==> src/rtl/core/sgdfu_pkg.sv <==
`timescale 1ns / 1ps
// ----------------------------------------------------------------------------
// sgdfu_pkg
// Shared constants, codes and controller/datapath interface types for the
// latent factor update block.
// ----------------------------------------------------------------------------
package sgdfu_pkg;

   localparam int LATENT     = 20;
   localparam int ITEM_ROWS  = 1024;
   localparam int USER_ROWS  = 1024;
   localparam int ITEM_DEPTH = ITEM_ROWS * LATENT;
   localparam int USER_DEPTH = USER_ROWS * LATENT;
   localparam int IADDR_W    = (ITEM_DEPTH > 1) ? $clog2(ITEM_DEPTH) : 1;
   localparam int UADDR_W    = (USER_DEPTH > 1) ? $clog2(USER_DEPTH) : 1;
   localparam int K_W        = (LATENT > 1) ? $clog2(LATENT) : 1;

   localparam int ACT_W      = 2;
   localparam int ROW_W      = 10;
   localparam int ELEM_W     = 5;
   localparam int VAL_W      = 32;
   localparam int RATING_W   = 8;
   localparam int ERR_W      = 40;
   localparam int FRAC_W     = 24;
   localparam int CFG_W      = 32;
   localparam int CSR_IDX_W  = 1;

   localparam int ACC_W      = 2 * VAL_W - FRAC_W + K_W + 1;
   localparam int ERRR_W     = ACC_W + 2;
   localparam int GRAD_W     = 49;
   localparam int NEW_W      = 52;

   localparam logic [CFG_W-1:0] STEP_RESET   = 32'd4294967;
   localparam logic [CFG_W-1:0] LAMBDA_RESET = 32'd4294967;

   localparam logic [ERR_W-1:0] ERR_MAX = {1'b0, {(ERR_W-1){1'b1}}};
   localparam logic [ERR_W-1:0] ERR_MIN = {1'b1, {(ERR_W-1){1'b0}}};
   localparam logic [VAL_W-1:0] VAL_MAX = {1'b0, {(VAL_W-1){1'b1}}};
   localparam logic [VAL_W-1:0] VAL_MIN = {1'b1, {(VAL_W-1){1'b0}}};

   localparam logic [CSR_IDX_W-1:0] CSR_STEP   = 1'd0;
   localparam logic [CSR_IDX_W-1:0] CSR_LAMBDA = 1'd1;

   typedef enum logic [ACT_W-1:0] {
      ACT_WRITE = 2'd0,
      ACT_READ  = 2'd1,
      ACT_TRAIN = 2'd2
   } act_type;

   typedef enum logic [2:0] {
      ST_IDLE,
      ST_DECODE,
      ST_ACCESS,
      ST_DOT,
      ST_DOT_WAIT,
      ST_ERROR,
      ST_UPDATE,
      ST_UPD_WAIT
   } state_type;

   typedef struct packed {
      logic           capture;
      logic           access;
      logic           issue;
      logic           upd_mode;
      logic           last;
      logic [K_W-1:0] elem;
      logic           calc_err;
      logic           load_rsp;
   } cmd_type;

   typedef struct packed {
      logic op_access;
      logic op_train;
      logic dot_done;
      logic upd_done;
      logic out_free;
   } status_type;

endpackage

==> src/rtl/core/sgdfu_ctrl.sv <==
`timescale 1ns / 1ps
// ----------------------------------------------------------------------------
// sgdfu_ctrl
// Sequencer: decodes the captured request, walks the element counter through
// the dot-product and update passes, and hands the result to the output.
// ----------------------------------------------------------------------------
module sgdfu_ctrl (
   input  logic                  clock,
   input  logic                  reset,
   input  logic                  req_valid,
   output logic                  req_stall,
   input  sgdfu_pkg::status_type status,
   output sgdfu_pkg::cmd_type    cmd
);

   localparam int KW = sgdfu_pkg::K_W;

   sgdfu_pkg::state_type state_ff, state_in;
   logic [KW-1:0]        k_ff, k_in;
   logic                 k_last;

   assign k_last = k_ff == KW'(sgdfu_pkg::LATENT - 1);

   always_ff @(posedge clock) begin
      if (reset) begin
         state_ff <= sgdfu_pkg::ST_IDLE;
         k_ff     <= '0;
      end else begin
         state_ff <= state_in;
         k_ff     <= k_in;
      end
   end

   // next state
   always_comb begin
      state_in = state_ff;
      k_in     = k_ff;
      case (state_ff)
         sgdfu_pkg::ST_IDLE: begin
            if (req_valid) begin
               state_in = sgdfu_pkg::ST_DECODE;
            end
         end
         sgdfu_pkg::ST_DECODE: begin
            k_in = '0;
            if (status.op_access) begin
               state_in = sgdfu_pkg::ST_ACCESS;
            end else if (status.op_train) begin
               state_in = sgdfu_pkg::ST_DOT;
            end else begin
               state_in = sgdfu_pkg::ST_ACCESS;
            end
         end
         sgdfu_pkg::ST_ACCESS: begin
            if (status.out_free) begin
               state_in = sgdfu_pkg::ST_IDLE;
            end
         end
         sgdfu_pkg::ST_DOT: begin
            k_in = k_last ? '0 : k_ff + 1'b1;
            if (k_last) begin
               state_in = sgdfu_pkg::ST_DOT_WAIT;
            end
         end
         sgdfu_pkg::ST_DOT_WAIT: begin
            if (status.dot_done) begin
               state_in = sgdfu_pkg::ST_ERROR;
            end
         end
         sgdfu_pkg::ST_ERROR: begin
            state_in = sgdfu_pkg::ST_UPDATE;
         end
         sgdfu_pkg::ST_UPDATE: begin
            k_in = k_last ? '0 : k_ff + 1'b1;
            if (k_last) begin
               state_in = sgdfu_pkg::ST_UPD_WAIT;
            end
         end
         sgdfu_pkg::ST_UPD_WAIT: begin
            if (status.upd_done) begin
               state_in = sgdfu_pkg::ST_ACCESS;
            end
         end
         default: begin
            state_in = sgdfu_pkg::ST_IDLE;
         end
      endcase
   end

   // outputs
   always_comb begin
      cmd       = '0;
      cmd.elem  = k_ff;
      cmd.last  = k_last;
      req_stall = state_ff != sgdfu_pkg::ST_IDLE;
      case (state_ff)
         sgdfu_pkg::ST_IDLE: begin
            cmd.capture = req_valid;
         end
         sgdfu_pkg::ST_DECODE: begin
            cmd.access = status.op_access;
         end
         sgdfu_pkg::ST_ACCESS: begin
            cmd.load_rsp = status.out_free;
         end
         sgdfu_pkg::ST_DOT: begin
            cmd.issue = 1'b1;
         end
         sgdfu_pkg::ST_ERROR: begin
            cmd.calc_err = 1'b1;
         end
         sgdfu_pkg::ST_UPDATE: begin
            cmd.issue    = 1'b1;
            cmd.upd_mode = 1'b1;
         end
         default: ;
      endcase
   end

endmodule

==> config.mk <==
export PLATFORM = sky130hd
export DESIGN_NAME = sgdfu_ctrl
export DESIGN_NICKNAME = d
export VERILOG_FILES = /design/src/rtl/core/sgdfu_pkg.sv /design/src/rtl/core/sgdfu_ctrl.sv
export SDC_FILE = /design/constraint.sdc
export NUM_CORES = 1
export LEC_CHECK = 0
export CAP_MARGIN = 10
export CORE_MARGIN = 1.5
export CORE_UTILIZATION = 40
export DETAILED_ROUTE_END_ITERATION = 8
export DONT_BUFFER_PORTS = 1
export GPL_ROUTABILITY_DRIVEN = 0
export GPL_TIMING_DRIVEN = 0
export PLACE_DENSITY = 0.55
export SLEW_MARGIN = 20
export SYNTH_ARGS = -nofsm -noshare
export SYNTH_HDL_FRONTEND = slang
export SYNTH_SLANG_ARGS = --single-unit
==> constraint.sdc <==
create_clock -name clock -period 1.4 [get_ports clock]
set_input_delay 0.14 -clock clock [delete_from_list [all_inputs] [get_ports clock]]
set_output_delay 0.14 -clock clock [all_outputs]
set_load 0.03 [all_outputs]
==> flow_summary_export.csv <==
group,metric,value,unit
final_layout,final_core_util,63.1,%
drt,route.vias.total,565,
global_route,overflow,0,
drt,routed_wl,1510,µm
global_route,grt_max_degree,11,
power_and_ir_drop,p_per_area,795,mW/mm²
timing,clock.fmax,721,MHz
final_layout,num_antenna_cells,0,
power_and_ir_drop,netSwitchingPower,0.222,mW
power_and_ir_drop,seq_power_share,36.2,%
clock_network,clock_path_buffers,2,
timing,holdWs,114,ps
clock_network,cts_tree,"built",
worst_hold_path,min_path_cells,2,
global_route,busiest_layer,"met1",
floorplanning,die_h,40.7,µm
timing,finalCriticalPeriod,1390,ps
final_layout,nNetsFinal,97,
timing,tightest_slew,379,ps
setup_path,max_stage_delay,370,ps
floorplanning,ioPinCount,21,
drt,avgRoutedWirePerCell,14.9,µm
logic_synthesis,syn_inst,73,
floorplanning,rows,13,
clock_network,htree_levels,1,
logic_synthesis,syn_nets,82,
setup_path,arrival,1250,ps
clock_network,clock_latency,260,ps
clock_network,numCtsBuffers,3,
logic_synthesis,ys_types,37,
power_and_ir_drop,p_sw_share,33.5,%
power_and_ir_drop,ir_drop,0.528,mV
final_layout,layout_commonest_cell,"buf_4",
logic_synthesis,yosysTopAreaCellShare,28.1,%
placement,hpwl,931,µm
global_route,grt.met2_usage,25.4,%
logic_synthesis,synth_warnings,0,
power_and_ir_drop,combPwrFrac,35.3,%
setup_path,cp_max_fo,7,
logic_synthesis,ys_ff_latch,8,
logic_synthesis,ys_seq_area_share,28.1,%
floorplanning,floorplan.initialDensity,43.2,%
timing,finalMaxSlewViolations,0,
floorplanning,core_area,0.00132,mm²
global_route,met1_usage,29.2,%
clock_network,clkTransAtPathRegs,60,ps
timing,fin_tns_setup,0,ps
logic_synthesis,syn_area_per_cell,7.80,µm²
logic_synthesis,synth_edf_count,0,
global_route,grt_pass1_vias,466,
run_status,outcome,"finished clean",
timing,worst_clock_skew,9.18,ps
floorplanning,dieArea,0.00166,mm²
drt,ant_nets,0,
logic_synthesis,synthTopCellsByArea,"dfxtp_1 28%, a21oi_1 6.2%, nand2_1 4.6%",
timing,max_slew_margin,74.7,%
timing,rsz0062_at_grt,"yes",
drt,dr.first_iter.drc_count,15,
drt,drc_errors,0,
final_layout,syn_to_final_growth,45.9,%
timing,finalSetupViolCount,0,
logic_synthesis,synth_area,569,µm²
setup_path,reg2regPathDepth,6,
setup_path,path_cells,"buf_6 -> clkinvlp_4 -> nor3b_4",
floorplanning,die_w,40.7,µm
power_and_ir_drop,internal-power,0.439,mW
final_layout,final_cell_mix,"12 x buf_4, 6 x nand2_1, 6 x a21oi_1",
drt,detail_route.first_pass.iterations,4,
logic_synthesis,synth_async_sr_flop_share,0,%
drt,vias_per_cell,5.59,
setup_path,end_kind,"output port",
global_route,antenna_found_initial,0,
power_and_ir_drop,clockPowerShare,28.5,%
timing,hold_viol_final,0,
global_route,globalRouteTotalUtil,19.9,%
clock_network,cts.sinks,8,
final_layout,final_layout_size_suffix_gt1_share,46.5,%
global_route,gr-usage-met3,9.24,%
setup_path,critical_path_class,"register to output port",
setup_path,critPathRequiredTime,1260,ps
logic_synthesis,synth_ff_type,"dfxtp_1",
worst_hold_path,hold_path_class,"input port to register",
placement,numPortBuffers,0,
logic_synthesis,yosysTopAreaCell,"dfxtp_1",
clock_network,cts_root_buffer,"clkbuf_4",
setup_path,cp-start-kind,"register",
job,cap_viol_max_count,0,
timing,period_share,99.1,%
power_and_ir_drop,leakage,0.302,nW
global_route,grt_first_pass_wirelength,2130,µm
setup_path,worst_path_max_delay_cell,"nor3b_4",
metrics by stage:
step           total power [mW]  std cells  setup WS [ps]  area, µm²
3_5_place_dp              0.384         88           -121        599
6_report                  0.661        101           12.6        831
5_1_grt                   0.681        101          -47.0        831
4_1_cts                   0.594         96          -45.8        742
2_1_floorplan             0.365         73          -22.8        581
3_3_place_gp              0.383         88           -126        599
sequential cells by signal, summed over array words and instances (netlist names):
register and cells:
state_ff 3, k_ff 5
routing by layer:
metal	wire length (µm)	vias to the layer above
li1	-	289
met1	716	260
met2	684	14
met3	94	2
met4	10	0
met5	0	-
worst paths after layout:
check                                  from          end  slack [ps]
worst max-delay path            state_ff[2]       cmd[1]          10
worst min register to register  state_ff[1]      k_ff[2]         530
worst min-delay path              status[1]  state_ff[2]         110
worst max register to register  state_ff[0]      k_ff[2]          60
synth_stat cells (2+ instances only):
cell type,number
buf_4,3
a21oi_1,7
nand3_1,4
inv_1,4
nor2_1,3
dfxtp_1,8
nand2_1,7
nor3_1,2
buf_2,3
nand2b_1,3
or3_1,2
o21ai_1,2
critical path: cells and delay by family, from the launching register on:
kind	cells	cell delay (ps)
AND/OR/NAND/NOR	1	370
flip-flops	1	360
buffers and inverters	2	250
power by group through the flow:
stage	registers [mW]	clock network (mW)	logic, mW
2_1_floorplan	0.246	0	0.118
3_3_place_gp	0.248	0	0.136
3_5_place_dp	0.247	0	0.136
4_1_cts	0.239	0.188	0.166
5_1_grt	0.240	0.192	0.250
6_report	0.239	0.188	0.233
repair_timing:
item,CTS,global route
buffers inserted,5,4
resized for setup,20,10
setup endpoints to repair,11,10
gates cloned,0,1
hold endpoints to repair,0,0
pin swaps,4,5
hold buffers,0,0
area by class of cell:
| class | count | area [µm²] |
|---|---|---|
| tap | 15 | 18.8 |
| timing repair buffer | 10 | 92.6 |
| buffer | 7 | 71.3 |
| inverter | 5 | 22.5 |
| fill | 124 | 487 |
| multi-input combinational | 53 | 428 |
| clock buffer | 3 | 22.5 |
| sequential | 8 | 175 |
cells by family (layout without fill, tap and decap cells):
group           count (synthesis)  after routing  share of synthesized area [%]
buf+inv                        12             25                           11.9
compound gates                 19             19                           21.8
xor+xnor                        1              1                           1.54
flops                           8              8                           28.1
fa+ha+maj                       1              1                           2.20
simple gates                   31             31                           32.8
mux                             1              1                           1.76
(Power assumes the default switching activity.)
